`src/trapezoid_wave_source_core_defines.svh`:
```
// Assertion macros shared by the trapezoid wave source modules.
// Each macro expects clk and rst in the scope where it is used.
`ifndef TRAPEZOID_WAVE_SOURCE_CORE_DEFINES_SVH
`define TRAPEZOID_WAVE_SOURCE_CORE_DEFINES_SVH

`define TWS_CHECK_NOW(lbl, ante, cons) \
  lbl: assert property (@(posedge clk) disable iff (rst) (ante) |-> (cons)) \
    else $error("tws check failed");

`define TWS_CHECK_NEXT(lbl, ante, cons) \
  lbl: assert property (@(posedge clk) disable iff (rst) (ante) |=> (cons)) \
    else $error("tws check failed");

`endif

```
`src/tws_pkg.sv`:
```
package tws_pkg;

  localparam int PHASE_W        = 32;
  localparam int LEVEL_W        = 16;
  localparam int DERIV_W        = 32;
  localparam int DATA_W         = 32;
  localparam int ADDR_W         = 5;
  localparam int QUOT_W         = 16;
  localparam int PROD_W         = QUOT_W + PHASE_W;
  localparam int PHASE_BITS_DEF = 32;
  localparam int LEVEL_BITS_DEF = 16;

  localparam logic signed [LEVEL_W-1:0] LEVEL_HIGH_RST   = 16'sd1000;
  localparam logic signed [LEVEL_W-1:0] LEVEL_LOW_RST    = 16'sd0;
  localparam logic [PHASE_W-1:0]        PHASE_OFFSET_RST = 32'd0;
  localparam logic [PHASE_W-1:0]        LOW_END_RST      = 32'd2147483648;
  localparam logic [PHASE_W-1:0]        SLEW_LEN_RST     = 32'd42949673;
  localparam logic signed [DERIV_W-1:0] SLOPE_RST        = 32'sd100000;

  localparam logic signed [DERIV_W-1:0] DERIV_MAX = 32'sh7FFF_FFFF;
  localparam logic signed [DERIV_W-1:0] SLOPE_MIN = 32'sh8000_0000;

  typedef enum logic [1:0] {
    RGN_FALL = 2'd0,
    RGN_LOW  = 2'd1,
    RGN_RISE = 2'd2,
    RGN_HIGH = 2'd3
  } region_t;

  typedef enum logic [2:0] {
    IDX_LEVEL_HIGH   = 3'd0,
    IDX_LEVEL_LOW    = 3'd1,
    IDX_PHASE_OFFSET = 3'd2,
    IDX_LOW_END      = 3'd3,
    IDX_SLEW_LEN     = 3'd4,
    IDX_SLOPE        = 3'd5
  } reg_idx_t;

  typedef struct packed {
    logic signed [LEVEL_W-1:0] level_high;
    logic signed [LEVEL_W-1:0] level_low;
    logic [PHASE_W-1:0]        phase_offset;
    logic [PHASE_W-1:0]        low_end;
    logic [PHASE_W-1:0]        slew_len;
    logic signed [DERIV_W-1:0] slope;
  } cfg_t;

  typedef struct packed {
    region_t                   region;
    logic signed [LEVEL_W-1:0] base;
    logic                      neg;
    logic signed [DERIV_W-1:0] deriv;
  } side_t;

endpackage

```
`src/tws_div.sv`:
```
module tws_div (
  input  logic                         clk,
  input  logic                         rst,
  input  logic                         en,
  input  logic                         in_valid,
  input  logic [tws_pkg::PROD_W-1:0]  in_prod,
  input  tws_pkg::side_t               in_side,
  input  logic [tws_pkg::PHASE_W-1:0] slew_len,
  output logic                         out_valid,
  output logic [tws_pkg::QUOT_W-1:0]  out_quot,
  output tws_pkg::side_t               out_side
);

  localparam int N  = tws_pkg::QUOT_W;
  localparam int DW = tws_pkg::PHASE_W;

  logic [N-1:0]   v;
  logic [DW-1:0]  rem [N];
  logic [N-1:0]   low [N];
  tws_pkg::side_t side [N];

  logic [DW-1:0]  r_in [N];
  logic [N-1:0]   l_in [N];
  tws_pkg::side_t s_in [N];
  logic [DW+1:0]  trial [N];
  logic [DW-1:0]  rem_next [N];
  logic [N-1:0]   low_next [N];

  always_comb begin
    r_in[0] = in_prod[tws_pkg::PROD_W-1:N];
    l_in[0] = in_prod[N-1:0];
    s_in[0] = in_side;
    for (int i = 1; i < N; i++) begin
      r_in[i] = rem[i-1];
      l_in[i] = low[i-1];
      s_in[i] = side[i-1];
    end
    for (int i = 0; i < N; i++) begin
      trial[i] = {1'b0, r_in[i], l_in[i][N-1]} - {2'b00, slew_len};
      if (trial[i][DW+1]) begin
        rem_next[i] = {r_in[i][DW-2:0], l_in[i][N-1]};
      end else begin
        rem_next[i] = trial[i][DW-1:0];
      end
      low_next[i] = {l_in[i][N-2:0], ~trial[i][DW+1]};
    end
  end

  always_ff @(posedge clk) begin
    if (rst) begin
      v <= '0;
    end else if (en) begin
      v <= {v[N-2:0], in_valid};
    end
  end

  always_ff @(posedge clk) begin
    if (en) begin
      for (int i = 0; i < N; i++) begin
        rem[i]  <= rem_next[i];
        low[i]  <= low_next[i];
        side[i] <= s_in[i];
      end
    end
  end

  assign out_valid = v[N-1];
  assign out_quot  = low[N-1];
  assign out_side  = side[N-1];

endmodule

```
`config.mk`:
```
export PLATFORM = sky130hd
export DESIGN_NAME = tws_div
export DESIGN_NICKNAME = d
export VERILOG_FILES = /design/src/trapezoid_wave_source_core_defines.svh /design/src/tws_pkg.sv /design/src/tws_div.sv
export SDC_FILE = /design/constraint.sdc
export NUM_CORES = 2
export LEC_CHECK = 0
export BUFFER_PORTS_ARGS = -buffer_cell sky130_fd_sc_hd__buf_4
export CAP_MARGIN = 20
export CORE_MARGIN = 2
export CORE_UTILIZATION = 25
export CTS_CLUSTER_DIAMETER = 40
export CTS_CLUSTER_SIZE = 8
export DETAILED_ROUTE_END_ITERATION = 10
export GPL_TIMING_DRIVEN = 0
export PLACE_DENSITY_LB_ADDON = 0.08
export SETUP_SLACK_MARGIN = 0.1
export SLEW_MARGIN = 20
export SYNTH_ARGS = -nofsm -noshare
export SYNTH_HDL_FRONTEND = slang
export SYNTH_SLANG_ARGS = --single-unit
```
`constraint.sdc`:
```
create_clock -name clk -period 10.9 [get_ports clk]
set_input_delay 0.545 -clock clk [delete_from_list [all_inputs] [get_ports clk]]
set_output_delay 0.545 -clock clk [all_outputs]
set_load 0.1 [all_outputs]
```
==> metrics.cfg <==
[sta]
fin_crit_ns=4.72
tightest_slew_ns=1.04
post-route-period-util_pct=43.3
timing.slew.headroom_pct=29.0
grt_setup_unrepaired=false
skew_ns=0.0754
hold_viol_final=0
fmax_mhz=212
finalMaxSlewViolations=0
setup_viol=0

[clock_network]
cts_sinks=1568
clk_path_buf_depth=4
cts_buffers=331
clkTransAtPathRegs_ns=0.05
htree_levels=5
cts_root_buf=clkbuf_16
cts_tree=done
clkLatencyLatePin_ns=0.88
holdBufCountCts=101
cts_setup_buffers=0
post_cts_resized=0

[logic_synthesis]
synth-adder-area-share_pct=8.80
yosys.area.top_type_share_pct=61.3
synth_commonest_cells=edfxtp_1, a21oi_1, ha_1, nor2_1, nand2_1
synthSimpleGateAreaFrac_pct=6.98
synth-edff-count=1552
muxShareOfSynthArea_pct=3.11
async_reset_ff_share_pct=0
synth_compound_area_share_pct=13.2
syn_inst=5738
synth_top_family_by_area=compound AO/OA/AOI/OAI gates
yosysWarnings=0
synth_largest_area_cell=edfxtp_1
avgSynthCellArea_um2=13.2
syn-num-nets=6399
ys.flop_type=edfxtp_1
netlist_area_um2=76000
synth_most_common_cell=edfxtp_1
synthXorXnorAreaFrac_pct=4.59
ys_types=96
ys_ff_latch=1568
synthTopCellsByArea=edfxtp_1, ha_1, a21oi_1
yosysSeqAreaShare_pct=61.7

[setup_path]
path_common_cell=buf_2
crit_type=reg2reg
rrSetupSlack_ns=6.18
cp.buffers_inverters=4
slowest_delay_ns=0.55
end_kind=flip-flop
required_ns=11.47
cp_top_family=compound AO/OA/AOI/OAI gates
crit_path_cell_trace=inv_1, ha_1, nand2b_1, a211oi_1, o41ai_2, nor3_1, o211ai_1, nand2_1, a21o_1, a211o_1, clkbuf_1, buf_2, buf_2, a31oi_1
cp.arrival_ns=5.30
critPathMaxFanout=10
crit_slowest_cell=a211oi_1
cp-start-kind=flip-flop

[grt]
grt_pass1_wl_um=297000
antenna_found_initial=11
grt_pass1_vias=48200
grt_max_degree=147
grt_usage_pct=12.4
overflow=0

[final_layout]
final_core_util_pct=31.5
finalNetCount=7074
drive_gt1_share_pct=15.2
finish.instance_area_um2=95300
area_growth_pct=25.3

[placed_design]
routabilityCongestion=0.820
dpl-instance-area_um2=83500
portBuffers=201
dp_hpwl_um=138000

[pwr]
power_density_nw_per_um2=305
power.leakage_uw=0.0360
peakVddDrop_uv=132
p_total_uw=29000

[hold_path]
hold_path.class=reg2reg

[die]
dieArea_um2=309000
core_area_um2=303000
fp.dieW_um=555
start_util_pct=25.1
fp.dieH_um=555
io_pins=203
num_rows=202

[route]
drt-total-wl_um=197000
via_per_inst=4.52
routed-via-count=48100
drt_iter0_markers=3450
drc=0
routedWlPerCell_um=18.5
firstDrtPassIters=6
drtAntennaViolNets=0

[run_status]
status=complete, no violations

[flow_run]
maxCapViolations=0

[registers in the layout, indices dropped and copies added (netlist names)]
| register | cells |
|---|---|
| side | 816 |
| rem | 480 |
| low | 256 |
| v | 16 |
[cell type report]
class,instances,area [um2]
Antenna cell,3,7.51
Buffer,127,604
Clock buffer,392,8650
Clock inverter,183,2160
Fill cell,30300,207000
Inverter,166,631
Multi-Input combinational cell,3877,27900
Sequential cell,1568,46900
Tap cell,3978,4980
Timing Repair Buffer,342,3460
[cell usage in the layout (no fill, tap or decap), types with 28 or more instances in the layout]
| master | netlist | routed |
|---|---|---|
| nor2_1 | 374 | 374 |
| xor2_1 | 171 | 171 |
| ha_1 | 511 | 511 |
| buf_4 | 4 | 204 |
| nand2_1 | 364 | 364 |
| o21ai_0 | 342 | 342 |
| clkinv_2 | 0 | 58 |
| buf_2 | 35 | 35 |
| a21oi_1 | 523 | 523 |
| inv_2 | 0 | 28 |
| xnor2_1 | 227 | 227 |
| and3_1 | 28 | 28 |
| edfxtp_1 | 1552 | 1552 |
| a21o_1 | 238 | 238 |
| nand4_1 | 48 | 48 |
| o21a_1 | 67 | 67 |
| o21bai_1 | 48 | 48 |
| nor3_1 | 54 | 54 |
| clkinv_1 | 0 | 42 |
| a31oi_1 | 51 | 51 |
| clkbuf_1 | 74 | 128 |
| mux2_1 | 37 | 37 |
| mux2_2 | 150 | 150 |
| o31ai_1 | 33 | 33 |
| bufinv_16 | 0 | 33 |
| a211oi_1 | 52 | 52 |
| nand2b_1 | 68 | 68 |
| clkbuf_16 | 0 | 337 |
| nor2b_1 | 45 | 45 |
| inv_1 | 166 | 135 |
| dlygate4sd3_1 | 0 | 101 |
| nand3_1 | 84 | 84 |
[worst register-to-register path, cell delays in order (launching register included)]
cell	delay [ns]
edfxtp_1	0.53
inv_1	0.09
ha_1	0.24
nand2b_1	0.21
a211oi_1	0.55
o41ai_2	0.22
nor3_1	0.46
o211ai_1	0.20
nand2_1	0.13
a21o_1	0.17
a211o_1	0.15
clkbuf_1	0.48
buf_2	0.42
buf_2	0.39
a31oi_1	0.19
[worst paths after layout]
check	cells past startpoint	startpoint	to
worst max register to register	14	low[0][63]	rem[0][155]
worst min register to register	0	low[1][34]	low[1][51]
worst min-delay path	0	low[1][34]	low[1][51]
worst max-delay path	14	low[0][63]	rem[0][155]
[stage by stage]
| stage | hold slack, ns | std cells | setup WS, ns | TNS [ns] |
|---|---|---|---|---|
| floorplan | 0.400 | 5738 | 6.54 | 0 |
| global placement | 0.400 | 9917 | -5.93 | -8341.69 |
| detailed placement | 0.405 | 9957 | 5.15 | 0 |
| CTS | 0.265 | 10600 | 5.95 | 0 |
| global route | 0.300 | 10600 | 5.77 | 0 |
| finish | 0.369 | 10600 | 6.18 | 0 |
[cells by family after synthesis]
kind of cell,Yosys count
xor gates and xnor gates,398
AOI/OAI and AO/OA,1581
DFF,1568
and+or+nand+nor,1159
adders and majority gates,526
buffers and inverters,293
muxes,213
[where the power goes]
| part | total, uW | internal (uW) | switching (uW) |
|---|---|---|---|
| Clock | 9710 | 6420 | 3280 |
| Combinational | 10100 | 4240 | 5880 |
| Sequential | 9210 | 8490 | 720 |
| Total | 29000 | 19200 | 9890 |
[per-layer routing]
| layer | wire (um) | GRT usage, % | share of wire, % |
|---|---|---|---|
| met3 | 9650 | 2.33 | 4.9 |
| met5 | 0 | 0 | 0 |
| met1 | 95800 | 17.6 | 49 |
| met4 | 5520 | 4.03 | 2.8 |
| met2 | 85800 | 19.1 | 44 |
No activity file was read; power rests on OpenSTA's default activity.
