### config.mk
export PLATFORM = sky130hd
export DESIGN_NAME = tws_front
export DESIGN_NICKNAME = d
export VERILOG_FILES = /design/src/tws_pkg.sv /design/src/tws_front.sv
export VERILOG_INCLUDE_DIRS = /design/src /design/src/src
export SDC_FILE = /design/constraint.sdc
export NUM_CORES = 2
export LEC_CHECK = 0
export ABC_CLOCK_PERIOD_IN_PS = 8400
export BUFFER_PORTS_ARGS = -buffer_cell sky130_fd_sc_hd__buf_2
export CAP_MARGIN = 20
export CORE_MARGIN = 5
export CORE_UTILIZATION = 30
export CTS_BUF_LIST = sky130_fd_sc_hd__clkbuf_8
export CTS_CLUSTER_SIZE = 24
export DETAILED_ROUTE_END_ITERATION = 10
export MAX_ROUTING_LAYER = met4
export RECOVER_POWER = 100
export SKIP_CTS_REPAIR_TIMING = 1
export SYNTH_ARGS = -nofsm -noshare
export SYNTH_HDL_FRONTEND = slang
export SYNTH_SLANG_ARGS = --single-unit
### constraint.sdc
create_clock -name clk -period 8.4 [get_ports clk]
set_input_delay 1.68 -clock clk [delete_from_list [all_inputs] [get_ports clk]]
set_output_delay 1.68 -clock clk [all_outputs]
set_load 0.005 [all_outputs]
### src/trapezoid_wave_source_core_defines.svh
// Assertion macros shared by the trapezoid wave source modules.
// Each macro expects clk and rst in the scope where it is used.
`ifndef TRAPEZOID_WAVE_SOURCE_CORE_DEFINES_SVH
`define TRAPEZOID_WAVE_SOURCE_CORE_DEFINES_SVH

`define TWS_CHECK_NOW(lbl, ante, cons) \
  lbl: assert property (@(posedge clk) disable iff (rst) (ante) |-> (cons)) \
    else $error("tws check failed");

`define TWS_CHECK_NEXT(lbl, ante, cons) \
  lbl: assert property (@(posedge clk) disable iff (rst) (ante) |=> (cons)) \
    else $error("tws check failed");

`endif

### src/tws_pkg.sv
package tws_pkg;

  localparam int PHASE_W        = 32;
  localparam int LEVEL_W        = 16;
  localparam int DERIV_W        = 32;
  localparam int DATA_W         = 32;
  localparam int ADDR_W         = 5;
  localparam int QUOT_W         = 16;
  localparam int PROD_W         = QUOT_W + PHASE_W;
  localparam int PHASE_BITS_DEF = 32;
  localparam int LEVEL_BITS_DEF = 16;

  localparam logic signed [LEVEL_W-1:0] LEVEL_HIGH_RST   = 16'sd1000;
  localparam logic signed [LEVEL_W-1:0] LEVEL_LOW_RST    = 16'sd0;
  localparam logic [PHASE_W-1:0]        PHASE_OFFSET_RST = 32'd0;
  localparam logic [PHASE_W-1:0]        LOW_END_RST      = 32'd2147483648;
  localparam logic [PHASE_W-1:0]        SLEW_LEN_RST     = 32'd42949673;
  localparam logic signed [DERIV_W-1:0] SLOPE_RST        = 32'sd100000;

  localparam logic signed [DERIV_W-1:0] DERIV_MAX = 32'sh7FFF_FFFF;
  localparam logic signed [DERIV_W-1:0] SLOPE_MIN = 32'sh8000_0000;

  typedef enum logic [1:0] {
    RGN_FALL = 2'd0,
    RGN_LOW  = 2'd1,
    RGN_RISE = 2'd2,
    RGN_HIGH = 2'd3
  } region_t;

  typedef enum logic [2:0] {
    IDX_LEVEL_HIGH   = 3'd0,
    IDX_LEVEL_LOW    = 3'd1,
    IDX_PHASE_OFFSET = 3'd2,
    IDX_LOW_END      = 3'd3,
    IDX_SLEW_LEN     = 3'd4,
    IDX_SLOPE        = 3'd5
  } reg_idx_t;

  typedef struct packed {
    logic signed [LEVEL_W-1:0] level_high;
    logic signed [LEVEL_W-1:0] level_low;
    logic [PHASE_W-1:0]        phase_offset;
    logic [PHASE_W-1:0]        low_end;
    logic [PHASE_W-1:0]        slew_len;
    logic signed [DERIV_W-1:0] slope;
  } cfg_t;

  typedef struct packed {
    region_t                   region;
    logic signed [LEVEL_W-1:0] base;
    logic                      neg;
    logic signed [DERIV_W-1:0] deriv;
  } side_t;

endpackage

### src/tws_front.sv
`include "trapezoid_wave_source_core_defines.svh"

module tws_front #(
  parameter int PHASE_BITS = tws_pkg::PHASE_BITS_DEF
) (
  input  logic                         clk,
  input  logic                         rst,
  input  logic                         en,
  input  logic                         in_valid,
  input  logic [tws_pkg::PHASE_W-1:0] time_phase,
  input  tws_pkg::cfg_t                cfg,
  output logic                         out_valid,
  output logic [tws_pkg::PROD_W-1:0]  out_prod,
  output tws_pkg::side_t               out_side
);

  localparam int SUM_W = tws_pkg::PHASE_W + 1;
  localparam int CW    = (PHASE_BITS > SUM_W) ? PHASE_BITS : SUM_W;

  logic                         v0;
  logic                         v1;
  logic                         v2;
  logic [PHASE_BITS-1:0]        p;
  logic [PHASE_BITS-1:0]        p_next;
  logic [tws_pkg::PHASE_W-1:0] n;
  logic [tws_pkg::PHASE_W-1:0] n_next;
  logic [tws_pkg::QUOT_W-1:0]  mag;
  logic [tws_pkg::QUOT_W-1:0]  mag_next;
  tws_pkg::side_t               side1;
  tws_pkg::side_t               side_next;
  tws_pkg::side_t               side2;
  logic [tws_pkg::PROD_W-1:0]  prod;
  logic [tws_pkg::PROD_W-1:0]  prod_next;

  logic [SUM_W-1:0]             sum;
  logic [CW-1:0]                sum_w;
  logic [CW-1:0]                pc;
  logic [CW-1:0]                sl;
  logic [CW-1:0]                le;
  logic [CW-1:0]                re;
  logic [CW-1:0]                pd;
  logic signed [tws_pkg::LEVEL_W:0] dd;
  logic signed [tws_pkg::LEVEL_W:0] dd_abs;
  logic                         slope_min;

  always_comb begin
    sum    = {1'b0, time_phase} + {1'b0, cfg.phase_offset};
    sum_w  = CW'(sum);
    p_next = sum_w[PHASE_BITS-1:0];
  end

  always_comb begin
    pc        = CW'(p);
    sl        = CW'(cfg.slew_len);
    le        = CW'(cfg.low_end);
    re        = le + sl;
    pd        = pc - le;
    dd        = (tws_pkg::LEVEL_W + 1)'(cfg.level_high) - (tws_pkg::LEVEL_W + 1)'(cfg.level_low);
    dd_abs    = dd[tws_pkg::LEVEL_W] ? -dd : dd;
    slope_min = (cfg.slope == tws_pkg::SLOPE_MIN);
    n_next    = '0;
    mag_next  = '0;
    side_next.region = tws_pkg::RGN_HIGH;
    side_next.base   = cfg.level_high;
    side_next.neg    = 1'b0;
    side_next.deriv  = '0;
    if (pc < sl) begin
      side_next.region = tws_pkg::RGN_FALL;
      side_next.base   = cfg.level_high;
      side_next.neg    = (dd > 0);
      side_next.deriv  = slope_min ? tws_pkg::DERIV_MAX : -cfg.slope;
      n_next           = pc[tws_pkg::PHASE_W-1:0];
      mag_next         = dd_abs[tws_pkg::QUOT_W-1:0];
    end else if (pc < le) begin
      side_next.region = tws_pkg::RGN_LOW;
      side_next.base   = cfg.level_low;
    end else if (pc < re) begin
      side_next.region = tws_pkg::RGN_RISE;
      side_next.base   = cfg.level_low;
      side_next.neg    = (dd < 0);
      side_next.deriv  = slope_min ? -tws_pkg::DERIV_MAX : cfg.slope;
      n_next           = pd[tws_pkg::PHASE_W-1:0];
      mag_next         = dd_abs[tws_pkg::QUOT_W-1:0];
    end
  end

  assign prod_next = tws_pkg::PROD_W'(mag) * tws_pkg::PROD_W'(n);

  always_ff @(posedge clk) begin
    if (rst) begin
      v0 <= 1'b0;
      v1 <= 1'b0;
      v2 <= 1'b0;
    end else if (en) begin
      v0 <= in_valid;
      v1 <= v0;
      v2 <= v1;
    end
  end

  always_ff @(posedge clk) begin
    if (en) begin
      p     <= p_next;
      n     <= n_next;
      mag   <= mag_next;
      side1 <= side_next;
      prod  <= prod_next;
      side2 <= side1;
    end
  end

  assign out_valid = v2;
  assign out_prod  = prod;
  assign out_side  = side2;

  `TWS_CHECK_NOW(a_flat_no_product, v2 && (side2.region == tws_pkg::RGN_LOW || side2.region == tws_pkg::RGN_HIGH), prod == '0)

endmodule

==> summary.txt <==
Worst setup path
  • Worst R2R End: out_prod[46]$_DFFE_PP_
  • Setup crit end kind: flip-flop
  • CP endpoint: out_prod[46]$_DFFE_PP_
  • Worst path buffer plus inverter count: 4
  • Most used cell, CP: fa_1
  • Worst setup SP type: flip-flop
  • Worst EP required: 8.79 ns
  • Reg-to-reg slack, setup: 0.70 ns
  • Critical Path Source: mag[6]$_DFFE_PP_
  • Critical setup path kind: reg -> reg
  • WP data arrival: 8.10 ns
  • Levels on crit path: 22
  • CP max-delay cell: edfxtp_1
  • RR Startpoint: mag[6]$_DFFE_PP_
  • Reg2Reg Depth: 22
  • CP top delay family: adder cells
  • Worst-path fanout max: 32
  • Critical-path cell list: and2_1 -> fa_1 -> inv_1 -> fa_1 -> fa_1 -> inv_1 -> fa_1 -> fa_1 -> inv_1 -> fa_1 -> inv_1 -> ha_1 -> and2_0 -> a311oi_1 -> a21oi_1 -> a311o_1 -> a41oi_1 -> a31oi_1 -> a31oi_1 -> o41a_1 -> o31ai_1 -> xor2_1
  • Crit path largest cell delay: 1.00 ns

Die
  • Die area: 112,000 um^2
  • Die Wd: 335 um
  • Starting density of the core: 0.301
  • # rows: 119
  • Boundary Pins: 296
  • Core Footprint: 105,000 um^2
  • Die Y: 335 um

Routing
  • DR WL/cell: 16.9 um
  • Drt initial violations: 1,453
  • Routed Antenna Nets: 0
  • Vias: 24.1k
  • Vias/cell: 4.74
  • Final wirelength: 86,100 um
  • DRC violations left: 0
  • Number of iterations in the first detailed-routing pass: 6

Cells and area
  • Fraction of layout cells with a size suffix above 1: 0.0954
  • # fillers: 10.9k
  • Utilization after layout: 0.338
  • Area grow syn2layout: 12.3%
  • Fin nets: 4,560

Yosys
  • Synth top area cells: fa_1 27%, edfxtp_1 22%, ha_1 12%, inv_1 6.9%, nand2_1 4.9%
  • Post-synthesis sequential area ratio: 0.220
  • Async set or reset register ratio after synthesis: 0
  • Mapped Avg Cell Area: 9.34 um^2
  • Seq cells post-synth: 233
  • Ys flop type: edfxtp_1
  • Top-area cell type share of the netlist area: 0.267
  • Cell Area, Synth: 31,700 um^2
  • Syn nets: 4,302
  • Count of flip-flops with a built-in enable after synthesis: 230
  • Cell count after synthesis: 3,389
  • Yosys warns: 0
  • Yosys top cell by area: fa_1
  • Synth cell types: 72

Job
  • Max-Cap Viols: 3

Timing
  • Worst slew pin tran: 5.46 ns
  • FMAX: 0.130 GHz
  • Final Cycle Share: 0.917
  • Tmin final: 7.70 ns
  • Final hold viol count: 0
  • Final WS setup: 0.698 ns
  • Fin Clk Skew: 0.0371 ns
  • Setup violations, final: 0
  • Rel. slew slack: -2.64
  • Setup TNS: 0 ns
  • Minimum hold slack: 0.406 ns
  • RSZ-0062 raised after global routing: no
  • Final Slew Violations: 238

Placement
  • Post-Place Worst Slack: 0.677 ns
  • GPL Wtd Cong: 0.889
  • Post-DP HPWL: 70,400 um
  • I/O Buffers: 295

Global route
  • Vias in the first global route: 24.8k
  • Gr usage total: 0.155
  • Initial antenna violation count: 19
  • First-pass GRT wire length: 136,000 um
  • Overflow after GRT: 0
  • Largest net degree at the start of global routing: 93

CTS
  • CTS buffer count: 45
  • # clock sinks: 233
  • CTS tree: built
  • Maximum buffer depth of the clock tree: 3
  • H-tree depth: 2
  • Clock Latency Late Sink: 0.68 ns
  • Root buffer cell: clkbuf_8
  • Worst-path clk slew: 0.07 ns

Outcome
  • Status: complete, but fails checks
  • Failing checks: max-capacitance violations, max-slew violations

Min path
  • Worst hold path type: reg -> reg
-- layout by cell type (no fill, tap or decap), drive strengths merged, types with 17 or more instances in the layout --
master | netlist | layout
buf | 3 | 246
a21oi | 170 | 170
nand4 | 22 | 22
a31oi | 24 | 24
o21ai | 153 | 153
ha | 295 | 295
fa | 422 | 422
edfxtp | 230 | 230
nand3 | 58 | 58
nor2 | 140 | 140
inv | 586 | 600
o21bai | 18 | 18
clkbuf | 110 | 126
and2 | 222 | 222
xor2 | 51 | 51
xnor2 | 101 | 101
nand2b | 19 | 19
o21a | 17 | 17
nor3 | 31 | 31
a21o | 89 | 89
nand2 | 413 | 413
-- kinds of logic (layout without fill, tap and decap cells) --
group	Yosys count	after routing	synth area share
AND/OR/NAND/NOR	988	988	0.150
flip-flops	233	233	0.220
XOR/XNOR	152	152	0.0420
other	0	13	0
multiplexers	20	20	0.00695
AO/OA/AOI/OAI	580	580	0.114
adder cells (fa/ha/maj)	717	717	0.383
buffers and inverters	699	991	0.0831
-- synth_stat cells (14+ instances only) --
master and count:
a21o_1 89, a21oi_1 170, a31oi_1 24, and2_1 222, and3_1 14, clkbuf_1 109
edfxtp_1 230, fa_1 422, ha_1 295, inv_1 586, mux2_2 16, nand2_1 413
nand2b_1 19, nand3_1 58, nand4_1 22, nor2_1 140, nor2b_1 16, nor3_1 30
o21a_1 17, o21ai_0 147, o21bai_1 18, or3_1 14, xnor2_1 101, xor2_1 51
-- routing by layer --
layer  vias to the layer above  track usage  part of all wire
li1                      11600            -                 -
met1                     11800        0.201              0.45
met2                       590        0.253              0.47
met3                       103       0.0285             0.056
met4                         0       0.0388             0.025
met5                         -            -                 0
-- worst min-delay path by stage --
stage | start | endpoint | slack, ns | cells past startpoint
2_1_floorplan | side1[0]$_DFFE_PP_ | out_side[0]$_DFFE_PP_ | 0.40 | 0
3_3_place_gp | side1[27]$_DFFE_PP_ | out_side[27]$_DFFE_PP_ | 0.40 | 0
3_5_place_dp | side1[40]$_DFFE_PP_ | out_side[40]$_DFFE_PP_ | 0.40 | 0
4_1_cts | side1[32]$_DFFE_PP_ | out_side[32]$_DFFE_PP_ | 0.40 | 0
5_1_grt | side1[32]$_DFFE_PP_ | out_side[32]$_DFFE_PP_ | 0.41 | 0
6_report | side1[32]$_DFFE_PP_ | out_side[32]$_DFFE_PP_ | 0.41 | 0
-- worst register-to-register path, cell delays in order (launching register included) --
cell      delay [ns]
edfxtp_1        1.00
and2_1          0.28
fa_1            0.41
inv_1           0.08
fa_1            0.44
fa_1            0.52
inv_1           0.05
fa_1            0.51
fa_1            0.52
inv_1           0.06
fa_1            0.47
inv_1           0.04
ha_1            0.37
and2_0          0.18
a311oi_1        0.32
a21oi_1         0.17
a311o_1         0.38
a41oi_1         0.37
a31oi_1         0.21
a31oi_1         0.47
o41a_1          0.31
o31ai_1         0.11
xor2_1          0.14
-- stage by stage --
stage,instance area [um^2],instances
finish,35600,5085
global route,35600,5085
CTS,35700,5072
detailed placement,34700,4991
global placement,34700,4991
floorplan,31700,3389
-- final cells by class --
type / count / area, um^2 / share of cell area
multi-input cells: 2457 / 22100 / 0.621
clock buffers: 48 / 661 / 0.0186
repair buffers: 324 / 1580 / 0.0445
inverters: 586 / 2200 / 0.0618
diodes: 13 / 32.5 / 0.000915
well taps: 1391 / 1740 / 0.0489
flip-flops and latches: 233 / 6970 / 0.196
clock inverters: 33 / 305 / 0.00858
-- registers in the layout, indices dropped and copies added (netlist names) --
| name | count |
|---|---|
| out_prod | 48 |
| out_valid | 1 |
| v0 | 1 |
| p | 32 |
| out_side | 51 |
| mag | 16 |
| n | 32 |
| side1 | 51 |
| v1 | 1 |
Power is not shown: default switching activity piles up to over one toggle a cycle in this logic, so the estimate is an artifact.
