### config.mk
export PLATFORM = sky130hd
export DESIGN_NAME = tws_regs
export DESIGN_NICKNAME = d
export VERILOG_FILES = /design/src/trapezoid_wave_source_core_defines.svh /design/src/tws_pkg.sv /design/src/tws_regs.sv
export SDC_FILE = /design/constraint.sdc
export NUM_CORES = 1
export LEC_CHECK = 0
export BUFFER_PORTS_ARGS = -buffer_cell sky130_fd_sc_hd__buf_2
export CORE_ASPECT_RATIO = 2
export CORE_MARGIN = 3
export CORE_UTILIZATION = 56
export DETAILED_ROUTE_END_ITERATION = 6
export PLACE_DENSITY = 0.95
export RECOVER_POWER = 100
export SYNTH_ARGS = -nofsm -noshare
export SYNTH_HDL_FRONTEND = slang
export SYNTH_SLANG_ARGS = --single-unit
### constraint.sdc
create_clock -name clk -period 3 [get_ports clk]
set_clock_uncertainty 0.15 [all_clocks]
set_input_delay 0.75 -clock clk [delete_from_list [all_inputs] [get_ports clk]]
set_output_delay 0.75 -clock clk [all_outputs]
set_load 0.01 [all_outputs]
### src/trapezoid_wave_source_core_defines.svh
// Assertion macros shared by the trapezoid wave source modules.
// Each macro expects clk and rst in the scope where it is used.
`ifndef TRAPEZOID_WAVE_SOURCE_CORE_DEFINES_SVH
`define TRAPEZOID_WAVE_SOURCE_CORE_DEFINES_SVH

`define TWS_CHECK_NOW(lbl, ante, cons) \
  lbl: assert property (@(posedge clk) disable iff (rst) (ante) |-> (cons)) \
    else $error("tws check failed");

`define TWS_CHECK_NEXT(lbl, ante, cons) \
  lbl: assert property (@(posedge clk) disable iff (rst) (ante) |=> (cons)) \
    else $error("tws check failed");

`endif

### src/tws_pkg.sv
package tws_pkg;

  localparam int PHASE_W        = 32;
  localparam int LEVEL_W        = 16;
  localparam int DERIV_W        = 32;
  localparam int DATA_W         = 32;
  localparam int ADDR_W         = 5;
  localparam int QUOT_W         = 16;
  localparam int PROD_W         = QUOT_W + PHASE_W;
  localparam int PHASE_BITS_DEF = 32;
  localparam int LEVEL_BITS_DEF = 16;

  localparam logic signed [LEVEL_W-1:0] LEVEL_HIGH_RST   = 16'sd1000;
  localparam logic signed [LEVEL_W-1:0] LEVEL_LOW_RST    = 16'sd0;
  localparam logic [PHASE_W-1:0]        PHASE_OFFSET_RST = 32'd0;
  localparam logic [PHASE_W-1:0]        LOW_END_RST      = 32'd2147483648;
  localparam logic [PHASE_W-1:0]        SLEW_LEN_RST     = 32'd42949673;
  localparam logic signed [DERIV_W-1:0] SLOPE_RST        = 32'sd100000;

  localparam logic signed [DERIV_W-1:0] DERIV_MAX = 32'sh7FFF_FFFF;
  localparam logic signed [DERIV_W-1:0] SLOPE_MIN = 32'sh8000_0000;

  typedef enum logic [1:0] {
    RGN_FALL = 2'd0,
    RGN_LOW  = 2'd1,
    RGN_RISE = 2'd2,
    RGN_HIGH = 2'd3
  } region_t;

  typedef enum logic [2:0] {
    IDX_LEVEL_HIGH   = 3'd0,
    IDX_LEVEL_LOW    = 3'd1,
    IDX_PHASE_OFFSET = 3'd2,
    IDX_LOW_END      = 3'd3,
    IDX_SLEW_LEN     = 3'd4,
    IDX_SLOPE        = 3'd5
  } reg_idx_t;

  typedef struct packed {
    logic signed [LEVEL_W-1:0] level_high;
    logic signed [LEVEL_W-1:0] level_low;
    logic [PHASE_W-1:0]        phase_offset;
    logic [PHASE_W-1:0]        low_end;
    logic [PHASE_W-1:0]        slew_len;
    logic signed [DERIV_W-1:0] slope;
  } cfg_t;

  typedef struct packed {
    region_t                   region;
    logic signed [LEVEL_W-1:0] base;
    logic                      neg;
    logic signed [DERIV_W-1:0] deriv;
  } side_t;

endpackage

### src/tws_regs.sv
module tws_regs (
  input  logic                        clk,
  input  logic                        rst,
  input  logic                        psel,
  input  logic                        penable,
  input  logic                        pwrite,
  input  logic [tws_pkg::ADDR_W-1:0] paddr,
  input  logic [tws_pkg::DATA_W-1:0] pwdata,
  output logic [tws_pkg::DATA_W-1:0] prdata,
  output logic                        pready,
  output tws_pkg::cfg_t               cfg
);

  tws_pkg::cfg_t     regs;
  tws_pkg::reg_idx_t idx;
  logic              wr;

  assign pready = 1'b1;
  assign idx    = tws_pkg::reg_idx_t'(paddr[tws_pkg::ADDR_W-1:2]);
  assign wr     = psel && penable && pwrite && pready;
  assign cfg    = regs;

  always_ff @(posedge clk) begin
    if (rst) begin
      regs.level_high   <= tws_pkg::LEVEL_HIGH_RST;
      regs.level_low    <= tws_pkg::LEVEL_LOW_RST;
      regs.phase_offset <= tws_pkg::PHASE_OFFSET_RST;
      regs.low_end      <= tws_pkg::LOW_END_RST;
      regs.slew_len     <= tws_pkg::SLEW_LEN_RST;
      regs.slope        <= tws_pkg::SLOPE_RST;
    end else if (wr) begin
      case (idx)
        tws_pkg::IDX_LEVEL_HIGH:   regs.level_high   <= pwdata[tws_pkg::LEVEL_W-1:0];
        tws_pkg::IDX_LEVEL_LOW:    regs.level_low    <= pwdata[tws_pkg::LEVEL_W-1:0];
        tws_pkg::IDX_PHASE_OFFSET: regs.phase_offset <= pwdata;
        tws_pkg::IDX_LOW_END:      regs.low_end      <= pwdata;
        tws_pkg::IDX_SLEW_LEN:     regs.slew_len     <= pwdata;
        tws_pkg::IDX_SLOPE:        regs.slope        <= pwdata;
        default: ;
      endcase
    end
  end

  always_comb begin
    case (idx)
      tws_pkg::IDX_LEVEL_HIGH:   prdata = tws_pkg::DATA_W'(regs.level_high);
      tws_pkg::IDX_LEVEL_LOW:    prdata = tws_pkg::DATA_W'(regs.level_low);
      tws_pkg::IDX_PHASE_OFFSET: prdata = regs.phase_offset;
      tws_pkg::IDX_LOW_END:      prdata = regs.low_end;
      tws_pkg::IDX_SLEW_LEN:     prdata = regs.slew_len;
      tws_pkg::IDX_SLOPE:        prdata = regs.slope;
      default:                   prdata = '0;
    endcase
  end

endmodule

==> summary.md, run 1 <==
| Metric | Value |
|---|---|
| Post-synthesis adder-cell area fraction | 0% |
| FF-to-FF End | cfg[95]$_SDFFE_PP1P_ |
| Compound-cell area share of the yosys netlist | 21.65% |
| Inserted Diodes | 0 |
| Core area | 13140 µm² |
| Hold Fails Final Rpt | 0 |
| Power Internal | 3.466 mW |
| Initial core utilization | 57.97% |
| Warnings from Yosys | 0 |
| Setup Viol. Count Final | 0 |
| Clk Latency, worst-skew pair | 0.41 ns |
| First-pass GRT wire length | 40540 µm |
| Rows | 59 |
| Global Route Usage Sum | 34.15% |
| Clock power share | 44.2% |
| Worst path arrival time | 2.08 ns |
| Post-layout worst setup margin | 0.01782 ns |
| Avg WL per Cell | 21.65 µm |
| Dpl hpwl | 17820 µm |
| Post-layout util | 70.88% |
| Worst Path Buf+Inv | 3 |
| Startpoint Class | input pin |
| Fillers | 1060 |
| Share of cells above drive strength 1 | 18.04% |
| # DRC | 0 |
| Cell with the largest stage delay on the worst path | mux2_1 |
| LEAKAGE | 3.345 nW |
| Synth area leader | dfxtp_1 |
| Main combinational cell family by area after synthesis | compound AO/OA/AOI/OAI gates |
| Hold path depth | 2 |
| Synth top area cells | dfxtp_1 (42%), mux2_2 (8.3%), a21oi_1 (7.5%), nand3_1 (7.5%), o21ai_0 (7.0%) |
| Initial antenna violation count | 0 |
| Number of flip-flops in the largest register | 160 |
| Nature of the critical path endpoint | output port |
| Htree depth | 4 |
| Crit-path max FO | 9 |
| Max Root-Sink Buffers | 2 |
| Iteration-0 DRC Markers | 871 |
| Kind of critical path | input pin to output port |
| Via/cell ratio | 6.530 |
| Sequential share of power | 46.2% |
| Pwr Density | 500.2 nW/µm² |
| Die Ht | 170.9 µm |
| CTS tree | built |
| Status | finished clean |
| Slew headroom | 20.26% |
| Mean Syn Cell Area | 8.786 µm² |
| Final GP Congestion | 0.9380 |
| Flops & latches, synth | 160 |
| # port buffers | 231 |
| Total wire length | 26700 µm |
| Max Freq | 335.3 MHz |
| Num CTS Buffers | 17 |
| Syn Nets | 909 |
| Clock Sinks | 160 |
| WP data required | 2.10 ns |
| Max-cap viol count | 0 |
| R2R Setup Slk | 1.98 ns |
| Hold-fix buffers, CTS | 0 |
| Switch share | 25.59% |
| Mapped Cells | 867 |
| Nets | 1111 |
| Synth cell types | 42 |
| Vias in the first global route | 7778 |
| Post-synthesis mux area share | 15.42% |
| Top-Level Pins | 235 |
| Worst path cell trace | buf_4, buf_12, mux2_1, a32o_1, a221o_1, buf_2 |
| Vias | 8052 |
| Die W | 88.47 µm |
| Fin. max-slew vios | 0 |
| Psw | 1.192 mW |
| Drt pass-1 iters | 6 |
| Share of the synthesized area in the top cell type | 42.05% |
| Post-Synth XOR/XNOR Area | 0% |
| Clock edge transition at the registers on the reported setup and hold paths | 0.07 ns |
| Sequential fraction of the synthesis area | 42.05% |
| R2R cell count | 2 |
| Global route overflow | 0 |
| Period minus WS final | 2.982 ns |
| Total power | 4.658 mW |
| Die area | 15120 µm² |
| RSZ-0062 raised after global routing | no |
| Pre-CTS setup slack | -0.008516 ns |
| Combinational share of power | 9.6% |
| Area growth syn-to-layout | 22.27% |
| Min-delay src | cfg[80]$_SDFFE_PP0P_ |
| Max stage delay on crit path | 0.33 ns |
| Least-Margin Pin Slew | 1.196 ns |
| Maximum VDD drop | 0.0003746 V |
| Clock root cell | clkbuf_16 |
| Crit-path leading delay family | compound AO/OA/AOI/OAI gates |
| Mapped Area | 7617 µm² |
| Largest net degree at the start of global routing | 83 |
| Sink of the worst hold path | cfg[80]$_SDFFE_PP0P_ |
| Type of the most critical hold path | flop to flop |
| Synth Area in Simple Gates | 14.26% |
| Total negative slack | 0 ns |
| Period utilization | 99.41% |
| R2R Path Start | cfg[95]$_SDFFE_PP1P_ |
| ANT nets after route | 0 |
## what timing repair did
item                       in CTS  in global routing
setup buffers                   3                  0
gates cloned                    0                  1
setup endpoints to repair       1                  8
gates resized for setup         0                  4
## power groups by stage
stage	Sequential, mW	Combinational [mW]	Clock (mW)
floorplan	2.20	0.246	0
detailed placement	2.20	0.432	0
global placement	2.20	0.424	0
global route	2.15	0.471	2.15
CTS	2.15	0.442	2.06
finish	2.15	0.449	2.06
## cell usage after synthesis (all sizes together)
cell and number:
mux2i 51, clkbuf 46, nand2b 32, o31ai 6, nand4b 1, nor2 46, nand2 7, nor3b 1
inv 1, o211ai 3, nor3 2, and2b 1, nand3 114, a21boi 2, a221o 19, conb 1
mux2 59, a311o 1, o221ai 1, a32o 2, o21ai 111, buf 51, a21oi 114, a32oi 6
a22oi 15, o22ai 6, dfxtp 160, nor2b 3, and4b 1, and2 1, and4 1, a211o 1
nand4 1
## logic make-up after synthesis
kind of cell	count (synthesis)
AOI/OAI and AO/OA	287
buffers and inverters	98
DFF	160
muxes	110
other	1
and+or+nand+nor	211
## stage by stage
| step | instance area, µm² | hold slack (ns) | std cells |
|---|---|---|---|
| CTS | 9573 | 0.3377 | 1232 |
| floorplan | 7617 | 0.3512 | 867 |
| global route | 9314 | 0.3702 | 1233 |
| detailed placement | 8972 | 0.3283 | 1198 |
| global placement | 8972 | 0.3202 | 1198 |
| finish | 9314 | 0.3403 | 1233 |
## worst max-delay path by stage
| stage | startpoint | end | slack (ns) | depth (start not counted) |
|---|---|---|---|---|
| 4_1_cts | paddr[2] | prdata[13] | 0.01 | 6 |
| 3_3_place_gp | paddr[2] | prdata[12] | 0.02 | 6 |
| 2_1_floorplan | paddr[2] | prdata[12] | 0.33 | 5 |
| 5_1_grt | paddr[2] | prdata[5] | 0.01 | 6 |
| 3_5_place_dp | paddr[2] | prdata[12] | -0.009 | 6 |
| 6_report | paddr[2] | prdata[12] | 0.02 | 6 |
## worst register-to-register path: stages, from the launching register on
cell      delay, ns
dfxtp_1        0.32
a21boi_0       0.12
a311o_1        0.32
## metal layers
metal	track usage, %	share of wire (%)	wire length, µm
met5	0	0	0
met4	22.63	6.3	1671
met3	5.446	8.5	2282
met2	59.77	52	13980
met1	36.68	33	8766
## layout by cell type, fill, tap and decap left out, types with 2 or more instances in the layout
| cell | count |
|---|---|
| a21oi_1 | 114 |
| a221o_1 | 19 |
| a22oi_1 | 14 |
| a32o_1 | 2 |
| a32oi_1 | 6 |
| buf_12 | 11 |
| buf_2 | 48 |
| buf_4 | 29 |
| clkbuf_1 | 182 |
| clkbuf_16 | 17 |
| clkbuf_2 | 10 |
| clkbuf_4 | 2 |
| clkinvlp_4 | 5 |
| dfxtp_1 | 160 |
| inv_6 | 4 |
| mux2_1 | 4 |
| mux2_2 | 55 |
| mux2i_1 | 51 |
| nand2_1 | 7 |
| nand2b_1 | 30 |
| nand2b_2 | 2 |
| nand3_1 | 114 |
| nor2_1 | 44 |
| nor2_4 | 2 |
| nor2b_4 | 2 |
| nor3_2 | 2 |
| o211ai_1 | 3 |
| o21ai_0 | 106 |
| o21ai_1 | 5 |
| o22ai_1 | 6 |
| o31ai_1 | 6 |
## layout make-up
type | count | area, µm² | area share (%)
Sequential cell | 160 | 3203 | 34.39
Multi-Input combinational cell | 609 | 3938 | 42.28
Clock buffer | 21 | 450.4 | 4.836
Inverter | 1 | 3.754 | 0.04030
Clock inverter | 10 | 102.6 | 1.102
Timing Repair Buffer | 280 | 1426 | 15.31
Tap cell | 152 | 190.2 | 2.042
No activity file was read; power rests on OpenSTA's default activity.
==> inputs of run 2 (changes only) <==
Settings changed: CORE_MARGIN 3 to 1.5.
==> summary.md, run 2 (synthesis gave the netlist of run 1 again) <==
| Metric | Value |
|---|---|
| Drt pass-1 iters | 7 |
| Most frequent cells in the layout | clkbuf_1 (181), dfxtp_1 (160), nand3_1 (114), a21oi_1 (114), o21ai_0 (111) |
| Crit-path max FO | 29 |
| Post-layout util | 69.97% |
| Setup Viol. Count Final | 0 |
| Dpl hpwl | 17620 µm |
| Hold-fix buffers, CTS | 0 |
| Global route overflow | 0 |
| Max-cap viol count | 0 |
| Psw | 1.198 mW |
| Max stage delay on crit path | 0.34 ns |
| Clk Latency, worst-skew pair | 0.41 ns |
| Min-delay src | cfg[111]$_SDFFE_PP0P_ |
| Total power | 4.626 mW |
| Num CTS Buffers | 17 |
| Initial antenna violation count | 0 |
| Least-Margin Pin Slew | 1.199 ns |
| Worst path cell trace | buf_2, buf_12, buf_6, mux2_2, a22oi_1, o22ai_1, clkbuf_2 |
| R2R Setup Slk | 1.94 ns |
| Most common cell after layout, fill and taps aside | clkbuf_1 |
| Avg WL per Cell | 21.14 µm |
| Rows | 60 |
| Nature of the critical path endpoint | output port |
| Kind of critical path | input pin to output port |
| Combinational share of power | 9.7% |
| Die area | 14350 µm² |
| Htree depth | 4 |
| Period utilization | 98.02% |
| Sequential share of power | 46.5% |
| Share of cells above drive strength 1 | 18.34% |
| FF-to-FF End | cfg[95]$_SDFFE_PP1P_ |
| Final GP Congestion | 0.9170 |
| Worst Path Buf+Inv | 4 |
| CTS tree | built |
| Largest net degree at the start of global routing | 64 |
| RSZ-0062 raised after global routing | no |
| Startpoint Class | input pin |
| Core area | 13360 µm² |
| Global Route Usage Sum | 35.95% |
| # DRC | 11 |
| Clock edge transition at the registers on the reported setup and hold paths | 0.06 ns |
| R2R Path Start | cfg[95]$_SDFFE_PP1P_ |
| Die W | 85.47 µm |
| Max Root-Sink Buffers | 2 |
| R2R cell count | 2 |
| Clock root cell | clkbuf_16 |
| Vias | 8056 |
| Failing checks | design-rule violations |
| Number of flip-flops in the largest register | 160 |
| Status | finished, violations left |
| Period minus WS final | 2.940 ns |
| Top-Level Pins | 235 |
| Maximum VDD drop | 0.0004205 V |
| Hold path depth | 2 |
| WP data required | 2.10 ns |
| Sink of the worst hold path | cfg[111]$_SDFFE_PP0P_ |
| Clock power share | 43.8% |
| Via/cell ratio | 6.497 |
| Clock Sinks | 160 |
| Fin. max-slew vios | 0 |
| LEAKAGE | 3.368 nW |
| Total wire length | 26210 µm |
| Iteration-0 DRC Markers | 810 |
| # port buffers | 231 |
| Crit-path leading delay family | buffers and inverters |
| Slew headroom | 20.08% |
| Inserted Diodes | 0 |
| Power Internal | 3.428 mW |
| Pwr Density | 494.8 nW/µm² |
| Worst path arrival time | 2.04 ns |
| Initial core utilization | 57.00% |
| Post-CTS setup buffer count | 0 |
| Type of the most critical hold path | flop to flop |
| Area growth syn-to-layout | 22.75% |
| First-pass GRT wire length | 40850 µm |
| Final instance area | 9350 µm² |
| ANT nets after route | 0 |
| Switch share | 25.90% |
| Nets | 1114 |
| Vias in the first global route | 7794 |
| Die Ht | 167.9 µm |
| Max Freq | 340.1 MHz |
| Placed instance area | 9009 µm² |
| Hold Fails Final Rpt | 0 |
| Cell with the largest stage delay on the worst path | mux2_2 |
==> run 2: final cells by class <==
type / count / area, µm²
clock inverter: 11 / 82.58
fill: 1078 / 4013
tap: 155 / 193.9
inverter: 1 / 3.754
sequential: 160 / 3203
timing repair buffer: 283 / 1468
clock buffer: 21 / 470.5
multi-input combinational: 609 / 3929
==> run 2: worst register-to-register path, cell delays in order, from the launching register on <==
cell and delay, ns:
dfxtp_1 0.32, a21boi_0 0.12, a311o_1 0.35
==> run 2: worst max-delay path by stage <==
| stage | startpoint | endpoint | slack, ns | cells after the start |
|---|---|---|---|---|
| global route | paddr[2] | prdata[11] | 0.03 | 7 |
| finish | paddr[3] | prdata[9] | 0.06 | 7 |
| global placement | paddr[2] | prdata[15] | 0.04 | 7 |
| CTS | paddr[3] | prdata[9] | 0.02 | 7 |
| detailed placement | paddr[2] | prdata[27] | -0.008 | 7 |
| floorplan | paddr[2] | prdata[12] | 0.33 | 5 |
==> run 2: repair_timing <==
action                                  in CTS  in global routing
endpoints found under the setup margin       1                  2
gates cloned                                 1                  0
resized for setup                            1                  2
==> run 2: per-layer routing <==
layer	up-vias	global-route usage [%]	routed length (µm)
li1	3576	-	-
met1	3807	39.28	9142
met2	546	63.03	13620
met3	127	6.618	1912
met4	0	21.88	1539
met5	-	0	0
==> run 2: power groups by stage <==
stage	registers, mW	logic, mW	clock network [mW]
3_5_place_dp	2.20	0.437	0
6_report	2.15	0.448	2.02
3_3_place_gp	2.20	0.429	0
5_1_grt	2.15	0.471	2.13
4_1_cts	2.15	0.446	2.03
2_1_floorplan	2.20	0.246	0
==> run 2: through the flow <==
step / setup slack, ns / instances / TNS (ns) / hold WS, ns
2_1_floorplan: 0.3259 / 867 / 0 / 0.3512
3_3_place_gp: 0.03726 / 1207 / 0 / 0.3194
3_5_place_dp: -0.007941 / 1207 / -0.007941 / 0.3273
4_1_cts: 0.01970 / 1240 / 0 / 0.3356
5_1_grt: 0.02586 / 1240 / 0 / 0.3663
6_report: 0.05955 / 1240 / 0 / 0.3441
